File: config.mk
export PLATFORM = sky130hd
export DESIGN_NAME = stack_bytecode_alu_engine
export DESIGN_NICKNAME = d
export VERILOG_FILES = /design/src/sv/sbae_pkg.sv /design/src/sv/sbae_iter.sv /design/src/sv/sbae_front.sv /design/src/sv/sbae_back.sv /design/src/sv/stack_bytecode_alu_engine.sv
export VERILOG_INCLUDE_DIRS = /design/src /design/src/sv
export SDC_FILE = /design/constraint.sdc
export NUM_CORES = 2
export LEC_CHECK = 0
export ABC_AREA = 1
export BUFFER_PORTS_ARGS = -buffer_cell sky130_fd_sc_hd__buf_2
export CORE_MARGIN = 4
export CORE_UTILIZATION = 40
export CTS_BUF_LIST = sky130_fd_sc_hd__clkbuf_4 sky130_fd_sc_hd__clkbuf_8
export DETAILED_ROUTE_END_ITERATION = 6
export MAX_ROUTING_LAYER = met4
export PLACE_DENSITY = 0.62
export SLEW_MARGIN = 20
export SYNTH_ARGS = -nofsm -noshare
export SYNTH_HDL_FRONTEND = slang
export SYNTH_SLANG_ARGS = --single-unit
File: constraint.sdc
create_clock -name clk -period 6.1 [get_ports clk]
set_input_delay 1.83 -clock clk [delete_from_list [all_inputs] [get_ports clk]]
set_output_delay 1.83 -clock clk [all_outputs]
set_load 0.02 [all_outputs]
File: src/sv/stack_bytecode_alu_engine_macros.svh
// ----------------------------------------------------------------------------
// Assertion macros for the stack bytecode ALU engine
// Clocked implication checks with asynchronous reset disable.
// ----------------------------------------------------------------------------
`ifndef STACK_BYTECODE_ALU_ENGINE_MACROS_SVH
`define STACK_BYTECODE_ALU_ENGINE_MACROS_SVH

// Same-cycle implication
`define SBAE_ASSERT_IMP(label, clk, rst_n, ante, cons) \
	label: assert property (@(posedge clk) disable iff (!rst_n) (ante) |-> (cons)) \
		else $error("assertion failed");

// Next-cycle implication
`define SBAE_ASSERT_NXT(label, clk, rst_n, ante, cons) \
	label: assert property (@(posedge clk) disable iff (!rst_n) (ante) |=> (cons)) \
		else $error("assertion failed");

`endif

File: src/sv/sbae_pkg.sv
// ----------------------------------------------------------------------------
// sbae_pkg
// Shared codes, types and defaults of the stack bytecode ALU engine.
// ----------------------------------------------------------------------------
`timescale 1ns / 1ps
package sbae_pkg;

	localparam int STACK_DEPTH_DEF = 32;
	localparam int MAX_NESTING_DEF = 255;

	// instruction codes
	localparam logic [4:0] F_PUSH  = 5'd0;
	localparam logic [4:0] F_POP   = 5'd1;
	localparam logic [4:0] F_ADD   = 5'd2;
	localparam logic [4:0] F_SUB   = 5'd3;
	localparam logic [4:0] F_MUL   = 5'd4;
	localparam logic [4:0] F_DIV   = 5'd5;
	localparam logic [4:0] F_REM   = 5'd6;
	localparam logic [4:0] F_POW   = 5'd7;
	localparam logic [4:0] F_AND   = 5'd8;
	localparam logic [4:0] F_OR    = 5'd9;
	localparam logic [4:0] F_SHL   = 5'd10;
	localparam logic [4:0] F_SHR   = 5'd11;
	localparam logic [4:0] F_LAND  = 5'd12;
	localparam logic [4:0] F_LOR   = 5'd13;
	localparam logic [4:0] F_LT    = 5'd14;
	localparam logic [4:0] F_LE    = 5'd15;
	localparam logic [4:0] F_GT    = 5'd16;
	localparam logic [4:0] F_GE    = 5'd17;
	localparam logic [4:0] F_EQ    = 5'd18;
	localparam logic [4:0] F_NEQ   = 5'd19;
	localparam logic [4:0] F_IF    = 5'd20;
	localparam logic [4:0] F_ENDIF = 5'd21;

	// status codes
	localparam logic [1:0] ST_OK    = 2'd0;
	localparam logic [1:0] ST_UNDER = 2'd1;
	localparam logic [1:0] ST_OVER  = 2'd2;
	localparam logic [1:0] ST_DIVZ  = 2'd3;

	typedef enum logic [2:0] {
		CL_PUSH, CL_POP, CL_BIN, CL_IF, CL_ENDIF, CL_NONE
	} cls_t;

	typedef struct packed {
		cls_t       cls;
		logic [4:0] func;
		logic [7:0] imm;
	} entry_t;

	typedef enum logic [1:0] {B_IDLE, B_EXEC, B_ITER} bstate_t;

	typedef enum logic [1:0] {U_IDLE, U_DIV, U_POW} umode_t;

	typedef enum logic [1:0] {IOP_DIV, IOP_REM, IOP_POW} iop_t;

	typedef struct packed {
		logic start;
		iop_t op;
	} iter_req_t;

endpackage

File: src/sv/sbae_iter.sv
// ----------------------------------------------------------------------------
// sbae_iter
// Iterative divide/remainder (one quotient bit a cycle) and integer power
// (one exponent bit a cycle, square and multiply).
// ----------------------------------------------------------------------------
`timescale 1ns / 1ps
module sbae_iter (
	input  logic                clk,
	input  logic                arst_n,
	input  sbae_pkg::iter_req_t req,
	input  logic [15:0]         a,
	input  logic [15:0]         b,
	output logic                done,
	output logic [15:0]         res
);
	import sbae_pkg::*;

	umode_t      mode_q, mode_d;
	logic [16:0] acc_q;
	logic [15:0] quo_q, dv_q, base_q, r_q;
	logic [14:0] e_q;
	logic [4:0]  cnt_q;
	logic        qneg_q, rneg_q, rem_sel_q;
	logic [16:0] trial;
	logic        ge;
	logic [31:0] prod_r, prod_b;
	logic [15:0] a_mag, b_mag;

	assign a_mag  = a[15] ? 16'(-a) : a;
	assign b_mag  = b[15] ? 16'(-b) : b;
	assign trial  = {acc_q[15:0], quo_q[15]};
	assign ge     = trial >= {1'b0, dv_q};
	assign prod_r = r_q * base_q;
	assign prod_b = base_q * base_q;

	// next mode and completion
	always_comb begin
		mode_d = mode_q;
		done   = 1'b0;
		case (mode_q)
			U_IDLE: begin
				if (req.start) begin
					mode_d = (req.op == IOP_POW) ? U_POW : U_DIV;
				end
			end
			U_DIV: begin
				if (cnt_q == 5'd0) begin
					done   = 1'b1;
					mode_d = U_IDLE;
				end
			end
			U_POW: begin
				if (e_q == 15'd0) begin
					done   = 1'b1;
					mode_d = U_IDLE;
				end
			end
			default: mode_d = U_IDLE;
		endcase
	end

	// select result with sign fix
	always_comb begin
		if (mode_q == U_POW) begin
			res = r_q;
		end else if (rem_sel_q) begin
			res = rneg_q ? 16'(-acc_q[15:0]) : acc_q[15:0];
		end else begin
			res = qneg_q ? 16'(-quo_q) : quo_q;
		end
	end

	always_ff @(posedge clk or negedge arst_n) begin
		if (!arst_n) begin
			mode_q <= U_IDLE;
		end else begin
			mode_q <= mode_d;
		end
	end

	// load operands and advance one step a cycle
	always_ff @(posedge clk) begin
		case (mode_q)
			U_IDLE: begin
				if (req.start) begin
					acc_q     <= 17'd0;
					quo_q     <= a_mag;
					dv_q      <= b_mag;
					qneg_q    <= a[15] ^ b[15];
					rneg_q    <= a[15];
					rem_sel_q <= (req.op == IOP_REM);
					cnt_q     <= 5'd16;
					base_q    <= a;
					e_q       <= b[14:0];
					r_q       <= 16'd1;
				end
			end
			U_DIV: begin
				if (cnt_q != 5'd0) begin
					acc_q <= ge ? (trial - {1'b0, dv_q}) : trial;
					quo_q <= {quo_q[14:0], ge};
					cnt_q <= cnt_q - 5'd1;
				end
			end
			U_POW: begin
				if (e_q != 15'd0) begin
					if (e_q[0]) begin
						r_q <= prod_r[15:0];
					end
					base_q <= prod_b[15:0];
					e_q    <= {1'b0, e_q[14:1]};
				end
			end
			default: ;
		endcase
	end

endmodule

File: src/sv/sbae_front.sv
// ----------------------------------------------------------------------------
// sbae_front
// Accept instructions, classify them and hold them in a two-entry queue.
// ----------------------------------------------------------------------------
`timescale 1ns / 1ps
module sbae_front (
	input  logic             clk,
	input  logic             arst_n,
	input  logic             push,
	output logic             full,
	input  logic [4:0]       func,
	input  logic [7:0]       immediate,
	output logic             q_valid,
	output sbae_pkg::entry_t q_entry,
	input  logic             q_deq
);
	import sbae_pkg::*;

	entry_t     slot_q [2];
	logic       wp_q, rp_q;
	logic [1:0] cnt_q;
	cls_t       cls;
	logic       wr, rd;

	// classify the incoming instruction
	always_comb begin
		if (func == F_PUSH) begin
			cls = CL_PUSH;
		end else if (func == F_POP) begin
			cls = CL_POP;
		end else if (func >= F_ADD && func <= F_NEQ) begin
			cls = CL_BIN;
		end else if (func == F_IF) begin
			cls = CL_IF;
		end else if (func == F_ENDIF) begin
			cls = CL_ENDIF;
		end else begin
			cls = CL_NONE;
		end
	end

	assign full    = (cnt_q == 2'd2);
	assign q_valid = (cnt_q != 2'd0);
	assign q_entry = slot_q[rp_q];
	assign wr      = push && !full;
	assign rd      = q_deq && q_valid;

	always_ff @(posedge clk or negedge arst_n) begin
		if (!arst_n) begin
			wp_q  <= 1'b0;
			rp_q  <= 1'b0;
			cnt_q <= 2'd0;
		end else begin
			if (wr) begin
				wp_q <= !wp_q;
			end
			if (rd) begin
				rp_q <= !rp_q;
			end
			cnt_q <= cnt_q + {1'b0, wr} - {1'b0, rd};
		end
	end

	// store the transfer
	always_ff @(posedge clk) begin
		if (wr) begin
			slot_q[wp_q] <= '{cls: cls, func: func, imm: immediate};
		end
	end

endmodule

File: src/sv/sbae_back.sv
// ----------------------------------------------------------------------------
// sbae_back
// Execute queued instructions against the operand stack and register results.
// Top of stack lives in a register, the entries below it in a memory.
// ----------------------------------------------------------------------------
`timescale 1ns / 1ps
`include "stack_bytecode_alu_engine_macros.svh"
module sbae_back #(
	parameter int STACK_DEPTH = sbae_pkg::STACK_DEPTH_DEF,
	parameter int MAX_NESTING = sbae_pkg::MAX_NESTING_DEF
) (
	input  logic               clk,
	input  logic               arst_n,
	input  logic               q_valid,
	input  sbae_pkg::entry_t   q_entry,
	output logic               q_deq,
	input  logic               pop,
	output logic               empty,
	output logic signed [15:0] top_value,
	output logic [5:0]         stack_depth,
	output logic [1:0]         status,
	output logic               skipping
);
	import sbae_pkg::*;

	localparam int CW = $clog2(STACK_DEPTH + 1);
	localparam int AW = $clog2(STACK_DEPTH);
	localparam int NW = $clog2(MAX_NESTING + 1);
	localparam logic [CW-1:0] DEPTH_C = CW'(STACK_DEPTH);
	localparam logic [NW-1:0] NEST_C  = NW'(MAX_NESTING);

	logic [15:0]   mem [STACK_DEPTH];
	bstate_t       state_q, state_d;
	entry_t        op_q;
	logic [CW-1:0] cnt_q, cnt_d, cnt_m1, cnt_m2;
	logic [15:0]   tos_q, tos_d, below_q, bin_res;
	logic [NW-1:0] nest_q, nest_d;
	logic [1:0]    st_d;
	logic          fin, wr_en, out_valid_q;
	iter_req_t     ireq;
	logic          idone;
	logic [15:0]   ires;
	logic [31:0]   prod;
	logic [CW+5:0] cnt_ext;
	logic signed [15:0] sa, sb;

	assign cnt_m1 = cnt_q - CW'(1);
	assign cnt_m2 = cnt_q - CW'(2);
	assign sa     = below_q;
	assign sb     = tos_q;
	assign prod   = below_q * tos_q;

	sbae_iter u_iter (
		.clk    (clk),
		.arst_n (arst_n),
		.req    (ireq),
		.a      (below_q),
		.b      (tos_q),
		.done   (idone),
		.res    (ires)
	);

	// quick binary operations
	always_comb begin
		case (op_q.func)
			F_ADD:   bin_res = below_q + tos_q;
			F_SUB:   bin_res = below_q - tos_q;
			F_MUL:   bin_res = prod[15:0];
			F_AND:   bin_res = below_q & tos_q;
			F_OR:    bin_res = below_q | tos_q;
			F_SHL:   bin_res = (tos_q[15:4] != 12'd0) ? 16'd0 : (below_q << tos_q[3:0]);
			F_SHR:   bin_res = (tos_q[15:4] != 12'd0) ? {16{below_q[15]}}
				: 16'(sa >>> tos_q[3:0]);
			F_LAND:  bin_res = {15'd0, (below_q != 16'd0) && (tos_q != 16'd0)};
			F_LOR:   bin_res = {15'd0, (below_q != 16'd0) || (tos_q != 16'd0)};
			F_LT:    bin_res = {15'd0, sa < sb};
			F_LE:    bin_res = {15'd0, sa <= sb};
			F_GT:    bin_res = {15'd0, sa > sb};
			F_GE:    bin_res = {15'd0, sa >= sb};
			F_EQ:    bin_res = {15'd0, sa == sb};
			F_POW:   bin_res = 16'd0;
			default: bin_res = {15'd0, sa != sb};
		endcase
	end

	// next state, next stack contents and result
	always_comb begin
		state_d = state_q;
		cnt_d   = cnt_q;
		tos_d   = tos_q;
		nest_d  = nest_q;
		st_d    = ST_OK;
		fin     = 1'b0;
		wr_en   = 1'b0;
		q_deq   = 1'b0;
		ireq    = '{start: 1'b0, op: IOP_DIV};
		case (state_q)
			B_IDLE: begin
				if (q_valid && !out_valid_q) begin
					q_deq   = 1'b1;
					state_d = B_EXEC;
				end
			end
			B_EXEC: begin
				fin     = 1'b1;
				state_d = B_IDLE;
				if (nest_q != '0) begin
					if (op_q.cls == CL_IF) begin
						if (nest_q < NEST_C) begin
							nest_d = nest_q + NW'(1);
						end
					end else if (op_q.cls == CL_ENDIF) begin
						nest_d = nest_q - NW'(1);
					end
				end else begin
					case (op_q.cls)
						CL_PUSH: begin
							if (cnt_q >= DEPTH_C) begin
								st_d = ST_OVER;
							end else begin
								wr_en = (cnt_q != '0);
								tos_d = {8'd0, op_q.imm};
								cnt_d = cnt_q + CW'(1);
							end
						end
						CL_POP, CL_IF: begin
							if (cnt_q == '0) begin
								st_d = ST_UNDER;
							end else begin
								cnt_d = cnt_m1;
								tos_d = below_q;
								if (op_q.cls == CL_IF && tos_q == 16'd0) begin
									nest_d = NW'(1);
								end
							end
						end
						CL_BIN: begin
							if (cnt_q < CW'(2)) begin
								st_d = ST_UNDER;
							end else if ((op_q.func == F_DIV || op_q.func == F_REM)
								&& tos_q == 16'd0) begin
								st_d = ST_DIVZ;
							end else if (op_q.func == F_DIV || op_q.func == F_REM
								|| (op_q.func == F_POW && !tos_q[15])) begin
								fin        = 1'b0;
								state_d    = B_ITER;
								ireq.start = 1'b1;
								ireq.op    = (op_q.func == F_DIV) ? IOP_DIV
									: (op_q.func == F_REM) ? IOP_REM : IOP_POW;
							end else begin
								cnt_d = cnt_m1;
								tos_d = bin_res;
							end
						end
						default: ;
					endcase
				end
			end
			B_ITER: begin
				if (idone) begin
					fin     = 1'b1;
					cnt_d   = cnt_m1;
					tos_d   = ires;
					state_d = B_IDLE;
				end
			end
			default: state_d = B_IDLE;
		endcase
	end

	assign cnt_ext = {6'd0, cnt_d};

	always_ff @(posedge clk or negedge arst_n) begin
		if (!arst_n) begin
			state_q     <= B_IDLE;
			cnt_q       <= '0;
			nest_q      <= '0;
			out_valid_q <= 1'b0;
		end else begin
			state_q <= state_d;
			cnt_q   <= cnt_d;
			nest_q  <= nest_d;
			if (fin) begin
				out_valid_q <= 1'b1;
			end else if (pop) begin
				out_valid_q <= 1'b0;
			end
		end
	end

	// hold top of stack, latch instruction, register result
	always_ff @(posedge clk) begin
		tos_q <= tos_d;
		if (q_deq) begin
			op_q <= q_entry;
		end
		if (fin) begin
			top_value   <= (cnt_d != '0) ? tos_d : 16'd0;
			stack_depth <= cnt_ext[5:0];
			status      <= st_d;
			skipping    <= (nest_d != '0);
		end
	end

	// stack memory below the top entry
	always_ff @(posedge clk) begin
		if (wr_en) begin
			mem[cnt_m1[AW-1:0]] <= tos_q;
		end
		below_q <= mem[cnt_m2[AW-1:0]];
	end

	assign empty = !out_valid_q;

	`SBAE_ASSERT_IMP(a_start_free, clk, arst_n, q_deq, !out_valid_q)
	`SBAE_ASSERT_IMP(a_cnt_range, clk, arst_n, 1'b1, cnt_q <= DEPTH_C)
	`SBAE_ASSERT_IMP(a_iter_no_result, clk, arst_n, state_q == B_ITER, !out_valid_q)
	`SBAE_ASSERT_NXT(a_iter_enter, clk, arst_n, ireq.start, state_q == B_ITER)

endmodule

File: src/sv/stack_bytecode_alu_engine.sv
// Flow: a transfer is held in the front queue, dequeued in B_IDLE, executed in B_EXEC
// and registered; divide, remainder and power may also pass through B_ITER.
// Each instruction finishes before the next is dequeued, and none is dequeued until
// the last result is popped; the iterative divide/power unit steps one bit a cycle.
// Reset: asynchronous, active low; empties the stack, clears skip mode and queues.
// ----------------------------------------------------------------------------
// stack_bytecode_alu_engine
// Stack bytecode ALU: instruction queue front end and stack execution back end.
// ----------------------------------------------------------------------------
`timescale 1ns / 1ps
module stack_bytecode_alu_engine #(
	parameter int STACK_DEPTH = sbae_pkg::STACK_DEPTH_DEF,
	parameter int MAX_NESTING = sbae_pkg::MAX_NESTING_DEF
) (
	input  logic               clk,
	input  logic               arst_n,
	input  logic               push,
	output logic               full,
	input  logic [4:0]         func,
	input  logic [7:0]         immediate,
	output logic               empty,
	input  logic               pop,
	output logic signed [15:0] top_value,
	output logic [5:0]         stack_depth,
	output logic [1:0]         status,
	output logic               skipping
);
	import sbae_pkg::*;

	logic   q_valid, q_deq;
	entry_t q_entry;

	sbae_front u_front (
		.clk       (clk),
		.arst_n    (arst_n),
		.push      (push),
		.full      (full),
		.func      (func),
		.immediate (immediate),
		.q_valid   (q_valid),
		.q_entry   (q_entry),
		.q_deq     (q_deq)
	);

	sbae_back #(
		.STACK_DEPTH (STACK_DEPTH),
		.MAX_NESTING (MAX_NESTING)
	) u_back (
		.clk         (clk),
		.arst_n      (arst_n),
		.q_valid     (q_valid),
		.q_entry     (q_entry),
		.q_deq       (q_deq),
		.pop         (pop),
		.empty       (empty),
		.top_value   (top_value),
		.stack_depth (stack_depth),
		.status      (status),
		.skipping    (skipping)
	);

endmodule
==> reports/results.tsv <==
stage	metric	value	unit
routing	drc_errors	0	
critical_path	crit_path_end_kind	register	
synth	avgSynthCellArea	9.29	um^2
synth	synth-xor-area-share	1.99	%
routing	dr.first_iter.drc_count	3925	
timing	hold_ws	0.515	ns
placed_design	place.gp.congestion	1.06	
critical_path	slowest_delay	0.55	ns
global_route	grt_overflow	0	
cells_and_area	area.growth.synth_to_final	11.3	%
synth	synth_top_area_cell	edfxtp_1	
cts	clkSinkCount	743	
timing	slew_viol_final	0	
floorplanning	dieArea	126000	um^2
synth	synth_ff_type	edfxtp_1	
floorplanning	die_w	354	um
global_route	grt_max_degree	170	
critical_path	setup.worst_path.start_class	register	
critical_path	cp.arrival	6.39	ns
timing	maxSlewHeadroom	7.37	%
global_route	grt_pass1_wl	234000	um
placed_design	port_buffers	43	
cells_and_area	layout-drive-gt1-share	10.7	%
min_path	min_path_type	reg2reg	
synth	synthMuxAreaShare	0.480	%
critical_path	rr_worst_depth	28	
synth	synth_fa_ha_area_share	15.7	%
critical_path	cpMostUsedCell	nand2_1	
floorplanning	start_util	40.5	%
run	maxCapViolCount	0	
synth	yosys.area_share.simple	14.5	%
global_route	gr-usage-all-layers	25.2	%
timing	max_freq	0.171	GHz
synth	syn_nets	5649	
cts	root_buffer	clkbuf_8	
synth	synth.area.top_cells	edfxtp_1 (43%), fa_1 (9.6%), nand2_1 (6.5%)	
cts	cts-htree-levels	3	
timing	setup_violations	0	
synth	yosysMostFrequentCell	nand2_1	
timing	hold_viol	0	
synth	yosys_warnings	0	
cts	path_clk_slew	0.07	ns
placed_design	placed_area	50500	um^2
critical_path	crit_type	reg2reg	
cells_and_area	fillers	11500	
synth	yosys_register_bits	743	
cts	numCtsBuffers	121	
timing	fin_crit	5.84	ns
routing	first_pass_iters	6	
timing	rsz0062_at_grt	false	
synth	synth_top_family_by_area	adder cells	
timing	tns	0	ns
synth	yosys-top-cells-count	nand2_1 (830), inv_1 (819), edfxtp_1 (688)	
critical_path	worstPathMaxFanout	11	
routing	routed-via-count	38000	
min_path	whs_path_depth	2	
floorplanning	rows	126	
synth	syn_inst	5167	
cts	clk_latency	0.82	ns
critical_path	required	6.66	ns
global_route	antenna_found_initial	5	
cts	cts.path.max_buffers	3	
floorplanning	core	119000	um^2
synth	synth_edf_count	688	
floorplanning	die_h	354	um
cts	cts_tree	done	
placed_design	dp_hpwl	109000	um
critical_path	crit_slowest_cell	fa_1	
routing	ant_nets	0	
timing	finalCritPeriodShare	95.7	%
synth	synth.top_cell.area_share	43.0	%
cells_and_area	layout.nets	5736	
routing	routedWlPerCell	22.4	um
synth	yosysUniqueCellTypes	69	
synth	synth_compound_area_share	12.8	%
routing	viasPerCell	5.46	
timing	worst_slew_pin_slew	1.35	ns
status	run_status	completed	
synth	synth_area	48000	um^2
cts	cts_hold_buf	0	
floorplanning	pin_count	44	
timing	fin_skew	0.0509	ns
synth	synthArstFlopShare	3.10	%
synth	yosysSeqAreaShare	45.6	%
routing	routed_wl	156000	um
global_route	grt_pass1_vias	37000	
cells_and_area	fin_area	53400	um^2
sequential cells by signal, summed over array words and instances (netlist names), 6 cells and up:
register              count
u_front.slot_q           32
u_back.sb                16
u_back.u_iter.base_q     16
u_back.top_value         16
u_back.u_iter.acc_q      16
u_back.stack_depth        6
u_back.cnt_q              6
u_back.u_iter.dv_q       16
u_back.nest_q             8
u_back.u_iter.r_q        16
u_back.op_q              16
u_back.u_iter.quo_q      16
u_back.u_iter.e_q        15
u_back.below_q           16
u_back.mem              512
placed cells by master, fill, tap and decap left out, drive strengths merged, types with 112 or more instances in the layout:
master	n
a21oi	204
buf	220
clkbuf	166
edfxtp	688
fa	231
ha	234
inv	841
nand2	839
nand3	185
nor2	525
o21ai	547
o221ai	112
per-layer routing:
metal  GRT usage (%)  part of all wire [%]  wire length, um
met5               -                     0                0
met4            9.35                   4.1             6340
met3            3.82                   7.3            11400
met2            39.0                    46            71100
met1            33.7                    43            67100
cells by family (layout without fill, tap and decap cells):
logic type,Yosys count,count (layout)
simple gates,1673,1673
buf+inv,1100,1295
compound gates,1057,1057
flops,743,743
fa+ha+maj,465,465
xor+xnor,108,108
mux,21,21
other cells,0,5
worst paths after layout:
path,startpoint,end,slack [ns]
worst max-delay path,u_back.sb[1],u_back.top_value[15],0.26
worst min-delay path,u_back.u_iter.mode_q[1],u_back.u_iter.mode_q[1],0.52
worst max register to register,u_back.sb[1],u_back.top_value[15],0.26
worst min register to register,u_back.u_iter.mode_q[1],u_back.u_iter.mode_q[1],0.52
max in group asynchronous,arst_n,u_back.cnt_q[1],4.57
min in group asynchronous,arst_n,u_back.cnt_q[3],1.05
layout make-up:
class / instances / area [um^2] / share of cell area (%)
tap: 1600 / 2000 / 3.75
antenna: 5 / 12.5 / 0.0234
clock buffer: 166 / 2070 / 3.88
sequential: 743 / 21900 / 41.1
inverter: 844 / 3180 / 5.96
clock inverter: 65 / 677 / 1.27
timing repair buffer: 220 / 1600 / 2.99
multi-input combinational: 3324 / 21900 / 41.1
repair_timing:
action	4_1_cts	5_1_grt
endpoints found under the setup margin	0	13
buffers inserted	0	10
gates resized for setup	0	34
through the flow:
stage / util, % / worst slack, ns / std cells
after floorplan: - / 0.0439 / 5167
after global placement: 42.6 / 0.193 / 6721
after detailed placement: 42.6 / 0.0867 / 6721
after CTS: 44.9 / 0.0683 / 6952
after global routing: 45.0 / 0.00162 / 6964
final: 45.1 / 0.261 / 6967
critical path: cells and delay by family (launching register included):
family        cells  cell delay, ns
fa+ha+maj         7            3.43
buf+inv           5            0.29
flops             1            0.41
simple gates     16            1.43
Power is left out: the tool's default activity adds up to more than one toggle a clock period on the data nets, which glitch-free logic cannot reach.
